<file path="config.mk">
export PLATFORM = sky130hd
export DESIGN_NAME = csc_rem_cell
export DESIGN_NICKNAME = d
export VERILOG_FILES = /design/src/rtl/csc_pkg.sv /design/src/rtl/csc_rem_cell.sv
export SDC_FILE = /design/constraint.sdc
export NUM_CORES = 1
export LEC_CHECK = 0
export ABC_AREA = 1
export BUFFER_PORTS_ARGS = -buffer_cell sky130_fd_sc_hd__buf_2
export CORE_ASPECT_RATIO = 1.5
export CORE_MARGIN = 2
export CORE_UTILIZATION = 50
export CTS_CLUSTER_DIAMETER = 120
export DETAILED_ROUTE_END_ITERATION = 6
export GPL_ROUTABILITY_DRIVEN = 0
export GPL_TIMING_DRIVEN = 0
export PLACE_DENSITY = 0.87
export SYNTH_ARGS = -nofsm -noshare
export SYNTH_HDL_FRONTEND = slang
export SYNTH_SLANG_ARGS = --single-unit
</file>
<file path="constraint.sdc">
create_clock -name clk -period 2.61 [get_ports clk]
set_input_delay 0.522 -clock clk [delete_from_list [all_inputs] [get_ports clk]]
set_output_delay 0.522 -clock clk [all_outputs]
set_load 0.005 [all_outputs]
</file>
<file path="src/rtl/csc_pkg.sv">
// shared types, constants and helpers of the cordic sine and cosine unit
package csc_pkg;

	localparam int AngleW = 32;
	localparam int OutW = 18;
	localparam int XyW = 20;
	localparam int ZW = 36;
	localparam int TW = 34;
	localparam int DefIterations = 16;
	localparam int TableLen = 17;

	localparam logic [29:0] PiReset = 30'd205887;
	localparam logic [30:0] TwoPiReset = 31'd411775;
	localparam logic [28:0] HalfPiReset = 29'd102944;
	localparam logic [16:0] GainReset = 17'd39797;

	typedef enum logic [1:0] {
		REG_PI = 2'd0,
		REG_TWO_PI = 2'd1,
		REG_HALF_PI = 2'd2,
		REG_GAIN = 2'd3
	} reg_idx_t;

	typedef struct packed {
		logic signed [AngleW-1:0] theta;
		logic [AngleW-1:0] mag;
		logic [AngleW-1:0] rem;
	} rem_t;

	typedef struct packed {
		logic signed [XyW-1:0] x;
		logic signed [XyW-1:0] y;
		logic signed [ZW-1:0] z;
		logic neg;
	} rot_t;

	function automatic logic signed [ZW-1:0] atan_q16(input int idx);
		logic signed [ZW-1:0] v;
		begin
			case (idx)
				0: v = ZW'(51471);
				1: v = ZW'(30385);
				2: v = ZW'(16061);
				3: v = ZW'(8152);
				4: v = ZW'(4093);
				default: v = ZW'(64'sd2048 >>> (idx - 5));
			endcase
			return v;
		end
	endfunction

	function automatic logic signed [OutW-1:0] sat_out(input logic signed [XyW:0] v);
		logic signed [OutW-1:0] r;
		begin
			if (v > (XyW+1)'(131071))
				r = OutW'(131071);
			else if (v < -(XyW+1)'(131072))
				r = -OutW'(131072);
			else
				r = v[OutW-1:0];
			return r;
		end
	endfunction

endpackage

</file>
<file path="src/rtl/csc_rem_cell.sv">
// one restoring remainder cell, one dividend bit per cycle while enabled
module csc_rem_cell (
	input  logic clk,
	input  logic en,
	input  logic [30:0] divisor,
	input  csc_pkg::rem_t din,
	output csc_pkg::rem_t dout
);
	import csc_pkg::*;

	rem_t data_s1;
	logic [AngleW-1:0] trial;
	rem_t nxt;

	always_comb begin
		trial = {din.rem[AngleW-2:0], din.mag[AngleW-1]};
		nxt.theta = din.theta;
		nxt.mag = {din.mag[AngleW-2:0], 1'b0};
		if (trial >= {1'b0, divisor})
			nxt.rem = trial - {1'b0, divisor};
		else
			nxt.rem = trial;
	end

	always_ff @(posedge clk) begin
		if (en)
			data_s1 <= nxt;
	end

	assign dout = data_s1;
endmodule

</file>
==> run summary <==
Tot Pwr: 4210 uW
Max Clock Freq: 419 MHz
total CTS buffers: 9
worst min path class: in2reg
Setup Viol. Count Final: 0
drt pass-1 iters: 5
I/O pin cnt: 225
worst path arrival time: 2.46 ns
first-pass GRT wire length: 24900 um
largest net degree at the start of global routing: 82
final hold violation count: 0
EDFF count, synth: 95
Post-Layout Cell Count: 1149
Reg clk slew, reported paths: 0.07 ns
Max FO, Critical Path: 10
starting density of the core: 50.7%
Final Core Density: 64.4%
power density over the cells: 552 nW/um^2
synthesis-to-layout area growth: 27.0%
RSZ-0062 raised after global routing: false
post-synth cell types: 30
Chip Height: 138 um
critical path class: in2reg
Max Buffers Root-to-Sink: 2
Hold WS: 0.354 ns
Syn Inst Count: 756
Tcrit/Tclk final: 91.4%
Leakage: 0.00420 uW
Most used DFF post-synth: edfxtp_1
Antenna Violating Nets Remaining: 0
syn_area_per_cell: 7.94 um^2
DRT iter0 DRCs: 202
clk root buf: clkbuf_16
Post-Route WL: 16200 um
vias in the first global route: 5488
Avg WL per Cell: 14.1 um
asr flop ratio synth: 0%
status: finished clean
Hold-fix buffers, CTS: 0
Syn. warnings: 0
Post-Place Cells: 1132
CTS tree: yes
VDD IR-drop max: 0.309 mV
core area: 11800 um^2
post-CTS sizing: 0
die area: 12900 um^2
htree depth: 3
Residual DRC: 0
Max-Cap Viols: 0
postcts setup bufs: 0
GRT Util Overall: 24.7%
sequential fraction of the synthesis area: 47.5%
Via density: 4.81
die width: 93.5 um
DP HPWL: 13300 um
Clock Sinks: 95
initial antenna violation count: 1
GR Overflow Total: 0
Critical Path Sink Type: flip-flop
Setup crit start kind: input pin
Netlist Area Pre-Place: 6000 um^2
Critical Path RT: 2.68 ns
final slew viol count: 0
Final Critical Period: 2.38 ns
fillers: 1032
Via Count: 5528
Final nets: 1151
IO Port Bufs: 222
FF+latch count, synth: 95
number of flip-flops in the largest register: 95
num rows: 49
post-synth net total: 917
share of post-route cells with drive strength above 1: 28.2%
==> cell families (layout without fill, tap and decap cells) <==
family                   after synthesis  in the layout  synth area share, %
adder cells (fa/ha/maj)               32             32                 6.80
AND/OR/NAND/NOR                      417            417                 29.7
AO/OA/AOI/OAI                         24             24                 2.21
other                                  1              2               0.0625
flip-flops                            95             95                 47.5
buffers and inverters                173            412                 11.6
XOR/XNOR                              14             14                 2.04
==> cells in the mapped netlist, types with 3 or more instances <==
master,instances,share of area [%]
a21oi_1,15,1.3
and2_1,3,0.31
buf_6,5,0.94
edfxtp_1,95,48
ha_1,31,6.5
inv_1,162,10
inv_2,3,0.19
nand2_1,291,18
nand2_2,16,1.7
nand3_1,43,3.6
nand3b_1,3,0.38
nand4_1,6,0.63
nor2_1,38,2.4
nor2_4,4,0.75
nor3_1,4,0.33
nor3_2,3,0.50
o21ai_0,3,0.25
xor2_1,14,2.0
==> layout make-up <==
| class | count | area [um^2] | area share (%) |
|---|---|---|---|
| Multi-Input combinational cell | 488 | 2450 | 32.2 |
| Inverter | 166 | 626 | 8.21 |
| Antenna cell | 1 | 2.50 | 0.0328 |
| Buffer | 7 | 71.3 | 0.936 |
| Clock buffer | 9 | 225 | 2.95 |
| Timing Repair Buffer | 223 | 1140 | 15.0 |
| Tap cell | 153 | 191 | 2.51 |
| Sequential cell | 95 | 2850 | 37.4 |
| Clock inverter | 7 | 61.3 | 0.804 |
==> stage by stage <==
step	setup WS, ns	area (um^2)	setup TNS (ns)
after detailed placement	-0.106	7330	-1.99
after global routing	0.117	7620	0
after CTS	0.251	7620	0
final	0.225	7620	0
after floorplan	0.332	6000	0
after global placement	-0.0625	7300	-0.598
==> final timing paths <==
check,startpoint,endpoint,cells after the start
worst max-delay path,din[63],dout[16]$_DFFE_PP_,17
worst min-delay path,din[59],dout[60]$_DFFE_PP_,1
==> worst max-delay path, stage by stage <==
cell and delay [ns]:
buf_2 0.08, inv_1 0.05, ha_1 0.21, fa_1 0.37, inv_1 0.13, nand2_1 0.09, nand2_1 0.09, nand3_1 0.10
nand2_2 0.13, nand2_1 0.09, nand3_2 0.09, nand2_4 0.07, nand2_8 0.10, inv_4 0.05, buf_6 0.14, nand2_1 0.06
nand2_1 0.09
==> where the power goes <==
| group | internal [uW] | total, uW | switching [uW] |
|---|---|---|---|
| combinational | 418 | 1040 | 626 |
| sequential | 1870 | 1910 | 36.7 |
| clock | 665 | 1260 | 594 |
==> per-layer routing <==
metal  vias up  wire length, um  GRT usage, %
met1      2434             5360          22.6
met3        54             1160          4.74
li1       2804                -             -
met2       236             8770          47.7
met5         -                0             0
met4         0              893          15.2
==> cell usage in the layout, fill, tap and decap left out, types with 2 or more instances in the layout <==
master and n:
nor2_2 2, ha_1 31, clkbuf_16 9, nor3_2 3
a21oi_1 15, xor2_1 14, inv_6 3, nand2_2 16
o21bai_1 2, a21oi_2 2, nand3_1 43, nor2_1 38
nor2_4 4, clkinvlp_4 2, inv_2 3, o21ai_0 3
nand3b_1 3, buf_2 221, inv_1 162, edfxtp_1 95
nor3_1 4, o21ai_1 2, and2_1 3, buf_6 5
nand2_1 291, buf_4 3, nand4_1 6
(Power assumes the default switching activity.)
