### src/rtl/csc_pkg.sv
// shared types, constants and helpers of the cordic sine and cosine unit
package csc_pkg;

	localparam int AngleW = 32;
	localparam int OutW = 18;
	localparam int XyW = 20;
	localparam int ZW = 36;
	localparam int TW = 34;
	localparam int DefIterations = 16;
	localparam int TableLen = 17;

	localparam logic [29:0] PiReset = 30'd205887;
	localparam logic [30:0] TwoPiReset = 31'd411775;
	localparam logic [28:0] HalfPiReset = 29'd102944;
	localparam logic [16:0] GainReset = 17'd39797;

	typedef enum logic [1:0] {
		REG_PI = 2'd0,
		REG_TWO_PI = 2'd1,
		REG_HALF_PI = 2'd2,
		REG_GAIN = 2'd3
	} reg_idx_t;

	typedef struct packed {
		logic signed [AngleW-1:0] theta;
		logic [AngleW-1:0] mag;
		logic [AngleW-1:0] rem;
	} rem_t;

	typedef struct packed {
		logic signed [XyW-1:0] x;
		logic signed [XyW-1:0] y;
		logic signed [ZW-1:0] z;
		logic neg;
	} rot_t;

	function automatic logic signed [ZW-1:0] atan_q16(input int idx);
		logic signed [ZW-1:0] v;
		begin
			case (idx)
				0: v = ZW'(51471);
				1: v = ZW'(30385);
				2: v = ZW'(16061);
				3: v = ZW'(8152);
				4: v = ZW'(4093);
				default: v = ZW'(64'sd2048 >>> (idx - 5));
			endcase
			return v;
		end
	endfunction

	function automatic logic signed [OutW-1:0] sat_out(input logic signed [XyW:0] v);
		logic signed [OutW-1:0] r;
		begin
			if (v > (XyW+1)'(131071))
				r = OutW'(131071);
			else if (v < -(XyW+1)'(131072))
				r = -OutW'(131072);
			else
				r = v[OutW-1:0];
			return r;
		end
	endfunction

endpackage

### src/rtl/csc_rot_cell.sv
// one rotation-mode cordic cell for a fixed step index
module csc_rot_cell #(
	parameter int IDX = 0
) (
	input  logic clk,
	input  logic en,
	input  csc_pkg::rot_t din,
	output csc_pkg::rot_t dout
);
	import csc_pkg::*;

	localparam logic signed [ZW-1:0] Atan = atan_q16(IDX);

	rot_t data_s1;
	logic signed [XyW-1:0] xs, ys;

	assign xs = din.x >>> IDX;
	assign ys = din.y >>> IDX;

	always_ff @(posedge clk) begin
		if (en) begin
			data_s1.neg <= din.neg;
			if (!din.z[ZW-1]) begin
				data_s1.x <= din.x - ys;
				data_s1.y <= din.y + xs;
				data_s1.z <= din.z - Atan;
			end else begin
				data_s1.x <= din.x + ys;
				data_s1.y <= din.y - xs;
				data_s1.z <= din.z + Atan;
			end
		end
	end

	assign dout = data_s1;
endmodule
### config.mk
export PLATFORM = sky130hd
export DESIGN_NAME = csc_rot_cell
export DESIGN_NICKNAME = d
export VERILOG_FILES = /design/src/rtl/csc_pkg.sv /design/src/rtl/csc_rot_cell.sv
export SDC_FILE = /design/constraint.sdc
export NUM_CORES = 1
export LEC_CHECK = 0
export BUFFER_PORTS_ARGS = -buffer_cell sky130_fd_sc_hd__clkbuf_2
export CAP_MARGIN = 20
export CORE_MARGIN = 4
export CORE_UTILIZATION = 57
export CTS_CLUSTER_SIZE = 8
export DETAILED_ROUTE_END_ITERATION = 10
export PLACE_DENSITY_LB_ADDON = 0.12
export SLEW_MARGIN = 20
export SYNTH_ARGS = -nofsm -noshare
export SYNTH_HDL_FRONTEND = slang
export SYNTH_SLANG_ARGS = --single-unit
### constraint.sdc
create_clock -name clk -period 4.3 [get_ports clk]
set_input_delay 0.43 -clock clk [delete_from_list [all_inputs] [get_ports clk]]
set_output_delay 0.43 -clock clk [all_outputs]
set_load 0.05 [all_outputs]
==> results_dict.tcl <==
set metrics [dict create \
    hold_path_class "in2reg" \
    setup_viol_count_final 0 \
    cpPeakStageDelay_ns 0.60 \
    final_hold_viol_count 0 \
    synth_area_um2 7423 \
    cts_buffers 9 \
    grt_max_degree 77 \
    fin_cells 1137 \
    finalCriticalPeriod_ns 2.992 \
    crit_path_start_kind "input port" \
    maxCapViolCount 0 \
    diodes 0 \
    grt_overflow 0 \
    max_freq_ghz 0.3343 \
    synth_commonest_cells "ha_1, a21oi_1, edfxtp_1" \
    postCtsHoldBufs 0 \
    worst_pin_slew_ns 0.9321 \
    cts_max_level 3 \
    worst-path-max-fanout 21 \
    ir_drop_mv 0.1819 \
    fillers 1120 \
    cts_tree "done" \
    grtUsageTotal_pct 23.94 \
    maxSlewHeadroom_pct 37.86 \
    leakagePower_nw 3.824 \
    p_comb_share_pct 45.2 \
    cts.sinks 76 \
    nets 1134 \
    routed_wl_um 17970 \
    viasPerCell 5.719 \
    place_congestion 0.9275 \
    cp_cell_sequence "clkbuf_2 > inv_1 > ha_1 > a21oi_2 > o21ai_1 > or3_1 > o21ai_2 > a21oi_2 > a211o_1 > a21oi_2 > xnor2_1" \
    yosysTopAreaCellShare_pct 30.74 \
    cpLargestDelayFamily "compound AO/OA/AOI/OAI gates" \
    power_switching_mw 1.279 \
    fp.dieW_um 122.1 \
    final_cell_area_um2 8521 \
    clock_path_buffers 2 \
    dp.cells 1121 \
    setup_tns_ns 0 \
    antenna_found_initial 0 \
    synth_warnings 0 \
    wl_per_cell_um 15.80 \
    seqPwrFrac_pct 33.2 \
    cpMostUsedCell "a21oi_2" \
    area_growth_pct 14.78 \
    coreArea_um2 12670 \
    ys_seq_area_share_pct 30.74 \
    status "finished clean" \
    ant_nets 0 \
    synth_seq_cells 76 \
    ys.flop_type "edfxtp_1" \
    largest_reg_flops 76 \
    place_area_um2 8260 \
    via_count 6503 \
    synthCells 824 \
    drc 0 \
    syn_avg_cell_area_um2 9.009 \
    end_kind "register" \
    synth_nets 998 \
    power.total_mw 3.056 \
    drt-initial-drc-count 670 \
    cts_setup_buffers 0 \
    hold_path_end "dout[0]" \
    yosysMostFrequentCell "ha_1" \
    pin_count 156 \
    die_area_um2 14910 \
    synth_edf_count 76 \
    rsz0062_at_grt "false" \
    hold_start "din[0]" \
    drive_above_1_share_pct 22.07 \
    synth.area.top_cells "edfxtp_1, ha_1, xnor2_1, a21oi_1, o21ai_0" \
    cp.required_ns 4.39 \
    powerDensity_nw_per_um2 358.7 \
    place_hpwl_um 14250 \
    die_y_um 122.1 \
    dr.pass1.iters 5 \
    synth_cell_types 78 \
    portBuffers 155 \
    p_int_mw 1.777 \
    slew_viol_final 0 \
    yosys.area.top_type "edfxtp_1" \
    crit_buf_inv 2 \
    critPathSlowestCell "inv_1" \
    min_path_cells 1 \
    postCtsResizedCells 0 \
    crit_type "in2reg" \
    swShare_pct 41.86 \
    num_rows 41 \
    fin_crit_sh_pct 69.57 \
    initial_core_util_pct 58.59 \
    synthArstFlopShare_pct 0 \
    grt_pass1_vias 5871 \
    arrival_ns 3.08 \
    clockRootBuffer "clkbuf_16" \
    p_clk_share_pct 21.6 \
    clkTransAtPathRegs_ns 0.06 \
    grt_pass1_wl_um 28720 \
]
-- how the worst max path moves through the flow --
stage / start / endpoint / cells after the start
detailed placement: din[36] / dout[29] / 11
global route: din[36] / dout[33] / 12
CTS: din[36] / dout[35] / 11
floorplan: din[36] / dout[35] / 12
global placement: din[36] / dout[35] / 11
finish: din[36] / dout[35] / 11
-- final cells by class --
class	count	area [µm²]	area share (%)
multi-input combinational	647	4707	55.24
sequential	76	2282	26.78
tap	172	215.2	2.526
timing repair buffer	158	800.8	9.398
clock buffer	10	229.0	2.687
clock inverter	6	31.28	0.3671
inverter	68	255.2	2.996
-- routing by layer --
| metal | vias up | track usage, % | share of wire (%) |
|---|---|---|---|
| met2 | 257 | 38.09 | 46 |
| met1 | 2973 | 34.09 | 46 |
| met3 | 25 | 2.043 | 6.9 |
| li1 | 3248 | - | - |
| met5 | - | 0 | 0 |
| met4 | 0 | 9.027 | 1.5 |
-- cell families after synthesis --
| family | count (synthesis) | share of synthesized area, % |
|---|---|---|
| muxes | 7 | 0.9439 |
| buffers and inverters | 101 | 5.849 |
| DFF | 76 | 30.74 |
| AOI/OAI and AO/OA | 265 | 23.24 |
| adders and majority gates | 95 | 16.42 |
| and+or+nand+nor | 211 | 14.66 |
| xor gates and xnor gates | 69 | 8.141 |
-- stage by stage --
step / util [%] / hold slack (ns) / worst slack [ns]
after global placement: 65.19 / 0.6080 / 1.039
after detailed placement: 65.19 / 0.6167 / 1.007
after global routing: 67.25 / 0.2653 / 1.078
after floorplan: - / 0.5289 / 0.8020
final: 67.25 / 0.2715 / 1.308
after CTS: 67.25 / 0.2654 / 1.346
-- placed cells by master (no fill, tap or decap), types with 10 or more instances in the layout --
| cell type | instances |
|---|---|
| a21o_1 | 17 |
| a21oi_1 | 88 |
| a21oi_2 | 12 |
| clkbuf_2 | 154 |
| edfxtp_1 | 76 |
| ha_1 | 91 |
| inv_1 | 65 |
| nand2_1 | 65 |
| nand3_1 | 10 |
| nor2_1 | 44 |
| nor2b_1 | 16 |
| nor3_1 | 18 |
| o21a_1 | 12 |
| o21ai_0 | 52 |
| o21ai_1 | 14 |
| o21bai_1 | 10 |
| xnor2_1 | 52 |
| xor2_1 | 17 |
-- power by group through the flow --
stage,clock (mW),sequential (mW),combinational [mW]
after floorplan,0,1.46,0.625
after global placement,0,1.03,1.37
after detailed placement,0,1.03,1.37
final,0.659,1.02,1.38
after global routing,0.704,1.03,1.49
after CTS,0.670,1.02,1.38
Power figures use the tool's default switching activity.
