<file path="config.mk">
export PLATFORM = sky130hd
export DESIGN_NAME = csc_fold
export DESIGN_NICKNAME = d
export VERILOG_FILES = /design/src/rtl/csc_pkg.sv /design/src/rtl/csc_fold.sv
export SDC_FILE = /design/constraint.sdc
export NUM_CORES = 1
export LEC_CHECK = 0
export BUFFER_PORTS_ARGS = -buffer_cell sky130_fd_sc_hd__buf_2
export CAP_MARGIN = 20
export CORE_ASPECT_RATIO = 0.6
export CORE_MARGIN = 4
export CORE_UTILIZATION = 43
export CTS_CLUSTER_DIAMETER = 50
export CTS_CLUSTER_SIZE = 28
export DETAILED_ROUTE_END_ITERATION = 10
export GPL_TIMING_DRIVEN = 0
export PLACE_DENSITY_LB_ADDON = 0.05
export SETUP_SLACK_MARGIN = 0.2
export SYNTH_ARGS = -nofsm -noshare
export SYNTH_HDL_FRONTEND = slang
export SYNTH_SLANG_ARGS = --single-unit
</file>
<file path="constraint.sdc">
create_clock -name clk -period 7.15 [get_ports clk]
set_input_delay 1.43 -clock clk [delete_from_list [all_inputs] [get_ports clk]]
set_output_delay 1.43 -clock clk [all_outputs]
set_load 0.1 [all_outputs]
</file>
<file path="src/rtl/csc_pkg.sv">
// shared types, constants and helpers of the cordic sine and cosine unit
package csc_pkg;

	localparam int AngleW = 32;
	localparam int OutW = 18;
	localparam int XyW = 20;
	localparam int ZW = 36;
	localparam int TW = 34;
	localparam int DefIterations = 16;
	localparam int TableLen = 17;

	localparam logic [29:0] PiReset = 30'd205887;
	localparam logic [30:0] TwoPiReset = 31'd411775;
	localparam logic [28:0] HalfPiReset = 29'd102944;
	localparam logic [16:0] GainReset = 17'd39797;

	typedef enum logic [1:0] {
		REG_PI = 2'd0,
		REG_TWO_PI = 2'd1,
		REG_HALF_PI = 2'd2,
		REG_GAIN = 2'd3
	} reg_idx_t;

	typedef struct packed {
		logic signed [AngleW-1:0] theta;
		logic [AngleW-1:0] mag;
		logic [AngleW-1:0] rem;
	} rem_t;

	typedef struct packed {
		logic signed [XyW-1:0] x;
		logic signed [XyW-1:0] y;
		logic signed [ZW-1:0] z;
		logic neg;
	} rot_t;

	function automatic logic signed [ZW-1:0] atan_q16(input int idx);
		logic signed [ZW-1:0] v;
		begin
			case (idx)
				0: v = ZW'(51471);
				1: v = ZW'(30385);
				2: v = ZW'(16061);
				3: v = ZW'(8152);
				4: v = ZW'(4093);
				default: v = ZW'(64'sd2048 >>> (idx - 5));
			endcase
			return v;
		end
	endfunction

	function automatic logic signed [OutW-1:0] sat_out(input logic signed [XyW:0] v);
		logic signed [OutW-1:0] r;
		begin
			if (v > (XyW+1)'(131071))
				r = OutW'(131071);
			else if (v < -(XyW+1)'(131072))
				r = -OutW'(131072);
			else
				r = v[OutW-1:0];
			return r;
		end
	endfunction

endpackage

</file>
<file path="src/rtl/csc_fold.sv">
// sign restore, wrap into minus pi to pi and reflection into half pi range
module csc_fold (
	input  logic clk,
	input  logic [3:0] en,
	input  logic [29:0] pi_value,
	input  logic [30:0] two_pi_value,
	input  logic [28:0] half_pi_value,
	input  logic [16:0] gain_value,
	input  csc_pkg::rem_t din,
	output csc_pkg::rot_t dout
);
	import csc_pkg::*;

	logic signed [TW-1:0] t_s1, t_s2, t_s3;
	logic signed [TW-1:0] pi_s, tpi_s, hpi_s;
	logic signed [TW-1:0] r_s;
	rot_t out_s4;

	assign pi_s = TW'({1'b0, pi_value});
	assign tpi_s = TW'({1'b0, two_pi_value});
	assign hpi_s = TW'({1'b0, half_pi_value});
	assign r_s = TW'({1'b0, din.rem});

	always_ff @(posedge clk) begin
		if (en[0]) begin
			if (two_pi_value == '0)
				t_s1 <= TW'(din.theta);
			else if (din.theta[AngleW-1])
				t_s1 <= -r_s;
			else
				t_s1 <= r_s;
		end
		if (en[1])
			t_s2 <= (t_s1 > pi_s) ? t_s1 - tpi_s : t_s1;
		if (en[2])
			t_s3 <= (t_s2 < -pi_s) ? t_s2 + tpi_s : t_s2;
		if (en[3]) begin
			out_s4.x <= XyW'({1'b0, gain_value});
			out_s4.y <= '0;
			if (t_s3 > hpi_s) begin
				out_s4.z <= ZW'(pi_s - t_s3);
				out_s4.neg <= 1'b1;
			end else if (t_s3 < -hpi_s) begin
				out_s4.z <= ZW'(-pi_s - t_s3);
				out_s4.neg <= 1'b1;
			end else begin
				out_s4.z <= ZW'(t_s3);
				out_s4.neg <= 1'b0;
			end
		end
	end

	assign dout = out_s4;
endmodule

</file>
==> impl_summary.md <==
Finish
Across the whole layout, storage elements account for 4680 um^2. After filler insertion, the fill cell instance count of the layout stands at 4011. Compared with the post-synthesis result, the final layout area differs by 14.3%. In the final layout, the multi-input gates occupy 12400 um^2. Leaving out fill and tap cells, the most frequent cell in the layout is sky130_fd_sc_hd__ha_1.

The fraction of layout cells with a size suffix above 1 is between 10% and 20%. The count of nets after finishing is 2888. The final standard cell area without fillers is 20700 um^2. The core occupancy in the finished layout is 50.4%.

The library cells used most frequently in the layout, excluding fill and tap cells, are sky130_fd_sc_hd__ha_1, sky130_fd_sc_hd__buf_2, sky130_fd_sc_hd__a21oi_1, sky130_fd_sc_hd__inv_1, sky130_fd_sc_hd__nor2_1.

STA
Based on the critical path, the design can be clocked at up to 152 MHz. Measured against its own limit, the worst slew margin works out to 35.9%. Setup repair after global routing left no endpoint under its margin.

The final hold violation count is 0. At the pin with the least slew margin, the transition time is roughly 0.95 ns. The clock arrives with 0.0116 ns of skew. The setup-violating endpoint count in the final report is 0. The total count of max-transition violations in the final report is 0.

The smallest clock period supported by the final layout is computed as 6.60 ns. The final clock period utilization by the worst path is 92.3%.

Clock network
TritonCTS built the clock tree. The later pin in the worst-skew pair is clocked with a latency of 0.46 ns. The total clock buffers created by CTS is 17. Clock tree synthesis found a total of 156 sinks. The root buffer cell chosen for the clock tree is sky130_fd_sc_hd__clkbuf_16. The H-tree depth reported by CTS is 4. The number of buffers between clock root and the deepest sink is 2. After clock tree synthesis, the setup repair step added 0 buffers.

Clock-pin slew was measured on the worst setup and hold paths at 0.08 ns.

Placed design
The HPWL after detailed placement is 51.7 mm. The placed instance area is approximately 20000 um^2. The final weighted congestion in routability-driven placement is around 0.92.

The number of buffer cells added on primary ports is 228.

Die
The floorplan has 57 rows. The area of the core is 41000 um^2. The width of the die is 273 um. The initial cell density of the core is between 40% and 50%.

The floorplan step defined a die boundary enclosing roughly 46000 um^2. 285 I/O pins were placed. The height of the die is between 150 and 200 um.

Logic synthesis
The cell area that synthesis handed to floorplanning was 18100 um^2. The synthesized design devotes to its leading area cell type 25.9% of total area. In the post-synthesis netlist, the biggest area contributors are sky130_fd_sc_hd__edfxtp_1, sky130_fd_sc_hd__ha_1, sky130_fd_sc_hd__xnor2_1.

In the synthesized netlist the dominant register cell turns out to be sky130_fd_sc_hd__edfxtp_1. In this run the mean area of a mapped cell was 8.55 um^2. The number of synthesized register bits is 156. The Yosys step of the flow raised 0 warnings.

The cell taking the most area after synthesis is sky130_fd_sc_hd__edfxtp_1. The number of synthesized flops with an enable pin is between 150 and 200. The number of distinct standard cells referenced by the synthesized netlist is 71.

Summing the sequential cell areas from Yosys gives 25.9% of the chip area. The gate count of the mapped netlist is 2117. After synthesis, the share of flip-flops with an asynchronous set or reset is 0%.

Critical path
The worst setup path is captured at a flop. The kind of cell with the highest combined delay along the critical path is simple AND/OR/NAND/NOR gates. The peak per-stage delay on the critical path is 0.60 ns. The cell at the slowest stage of the critical path is sky130_fd_sc_hd__or4_1. The critical path in this run is classified as in2reg. At the worst endpoint, the arrival time is 6.77 ns.

The worst setup path is launched from an input pin. The worst path required time is 7.32 ns. The critical path's most frequent cell is sky130_fd_sc_hd__a21oi_1. In this run the worst path has a maximum fanout of 10. The number of buffer and inverter stages on the critical path is 4. Traced cell by cell, the critical path runs through buf_2, inv_1, nand4_1, or4_1, or4_1, or2_2, nor2_1, nand2_1, nor3_1, xnor2_1, ha_1, a21oi_1, nor3_1, a211oi_1, o21ai_0, o32a_1, a31oi_1, buf_4, clkbuf_4, o21ai_0, a21oi_1, a21oi_1.

Worst hold path
The path class of the tightest hold or removal check is reg2reg.

Detailed routing
The first detailed-routing pass took 7 iterations. The detailed-route DRC error count is 0. The total number of vias is between 15000 and 20000. Using the TritonRoute via totals, the vias-per-cell ratio works out to between 5 and 6. The remaining antenna violation count after routing is 0. The routed design has 60.9 mm of wire. The detailed router finished its first iteration with 1484 violations. The routed length per instance is 20.6 um.

Power and ir drop
The highest ir drop seen on vdd is around 190 uV. The leakage power figure is 9.41 nW. The power density relative to cell area is 263 nW/um^2.

GRT
The number of global-route vias before repair was 15900. The global routing usage summed across all routing layers is 26.2%. The initial antenna violation count is 5. The sum of overflow across all layers after global routing is 0.

Entering global routing, the biggest net connects 42 pins. The wire length of the first global-routing pass is 93.1 mm.

Run status
The flow ran to the end, and the final reports show no timing, DRC or antenna violations.

Run
The number of maximum-capacitance violations is 0.
==> report_power, final <==
group / switching [W] / internal, W
Sequential: 0.000120 / 0.00125
Clock: 0.000460 / 0.000529
Combinational: 0.00203 / 0.00106
==> stage by stage <==
stage	worst slack, ns	hold WS, ns	total power [W]	setup TNS (ns)	instances
floorplan	1.17	0.522	0.00367	0	2139
global placement	-0.674	0.592	0.00439	-20.67	2927
detailed placement	-0.737	0.603	0.00441	-18.78	2930
CTS	0.344	0.625	0.00542	0	2962
global route	0.196	0.671	0.00582	0	2964
finish	0.550	0.613	0.00544	0	2965
==> what timing repair did <==
item,in CTS,in global routing
gates cloned,0,0
hold buffers,0,0
resized for setup,6,10
pin swaps,0,0
endpoints found under the setup margin,31,26
==> synthesized netlist by cell type (11+ instances only) <==
| cell type | number |
|---|---|
| sky130_fd_sc_hd__a211o_1 | 12 |
| sky130_fd_sc_hd__o21a_1 | 19 |
| sky130_fd_sc_hd__mux2_2 | 14 |
| sky130_fd_sc_hd__o211ai_1 | 14 |
| sky130_fd_sc_hd__clkbuf_1 | 46 |
| sky130_fd_sc_hd__nor4_1 | 27 |
| sky130_fd_sc_hd__xnor2_1 | 125 |
| sky130_fd_sc_hd__a21o_1 | 81 |
| sky130_fd_sc_hd__nor3_1 | 44 |
| sky130_fd_sc_hd__nand2b_1 | 25 |
| sky130_fd_sc_hd__xor2_1 | 62 |
| sky130_fd_sc_hd__and4_1 | 12 |
| sky130_fd_sc_hd__nand4_1 | 43 |
| sky130_fd_sc_hd__and3_1 | 13 |
| sky130_fd_sc_hd__o21ai_0 | 146 |
| sky130_fd_sc_hd__or4_1 | 14 |
| sky130_fd_sc_hd__buf_4 | 23 |
| sky130_fd_sc_hd__a211oi_1 | 26 |
| sky130_fd_sc_hd__nor2_1 | 158 |
| sky130_fd_sc_hd__a21oi_1 | 187 |
| sky130_fd_sc_hd__nand2_1 | 145 |
| sky130_fd_sc_hd__or3_1 | 11 |
| sky130_fd_sc_hd__o31ai_1 | 27 |
| sky130_fd_sc_hd__nand3_1 | 40 |
| sky130_fd_sc_hd__nor2b_1 | 26 |
| sky130_fd_sc_hd__edfxtp_1 | 156 |
| sky130_fd_sc_hd__a31oi_1 | 16 |
| sky130_fd_sc_hd__inv_1 | 183 |
| sky130_fd_sc_hd__ha_1 | 286 |
==> final cells by class <==
type,instances,area share [%]
timing repair buffer,232,5.71
multi-input combinational,1723,60.1
inverter,183,3.32
antenna,2,0.0242
tap,560,3.39
clock inverter,15,0.847
buffer,77,1.92
sequential,156,22.7
clock buffer,17,2.06
==> per-layer routing <==
layer  track usage, %  up-vias  part of all wire [%]  wire length, um
met3             5.28       46                   7.8             4730
met4             4.40        2                   1.1              696
met2             36.8      527                    40            24200
met5                0        -                 0.021               13
met1             41.6     8045                    51            31300
li1                 -     8293                     -                -
==> cell families (layout without fill, tap and decap cells) <==
kind of cell,Yosys count,count (layout),synth area share [%]
AND/OR/NAND/NOR,586,586,16.0
AO/OA/AOI/OAI,613,613,21.4
other,1,25,0.0207
flip-flops,156,156,25.9
multiplexers,24,24,1.42
adder cells (fa/ha/maj),290,290,20.2
buffers and inverters,260,524,5.91
XOR/XNOR,187,187,9.05
==> worst register-to-register path: cells and delay by family (launching register included) <==
family	cells	cell delay (ns)
and+or+nand+nor	3	1.27
DFF	1	0.46
AOI/OAI and AO/OA	6	2.04
adders and majority gates	1	0.38
buffers and inverters	1	0.11
==> path summary, 6_finish.rpt <==
| check | start | end | slack, ns | cells past startpoint |
|---|---|---|---|---|
| worst max-delay path | half_pi_value[2] | dout[25] | 0.55 | 22 |
| worst min-delay path | t_s1[0] | t_s2[0] | 0.61 | 2 |
| worst max register to register | t_s3[8] | dout[36] | 2.62 | 11 |
| worst min register to register | t_s1[0] | t_s2[0] | 0.61 | 2 |
==> registers in the layout, summed over array words and instances, names as in the netlist <==
name,flops
dout,54
t_s1,34
t_s2,34
t_s3,34
No activity file was read; power rests on OpenSTA's default activity.
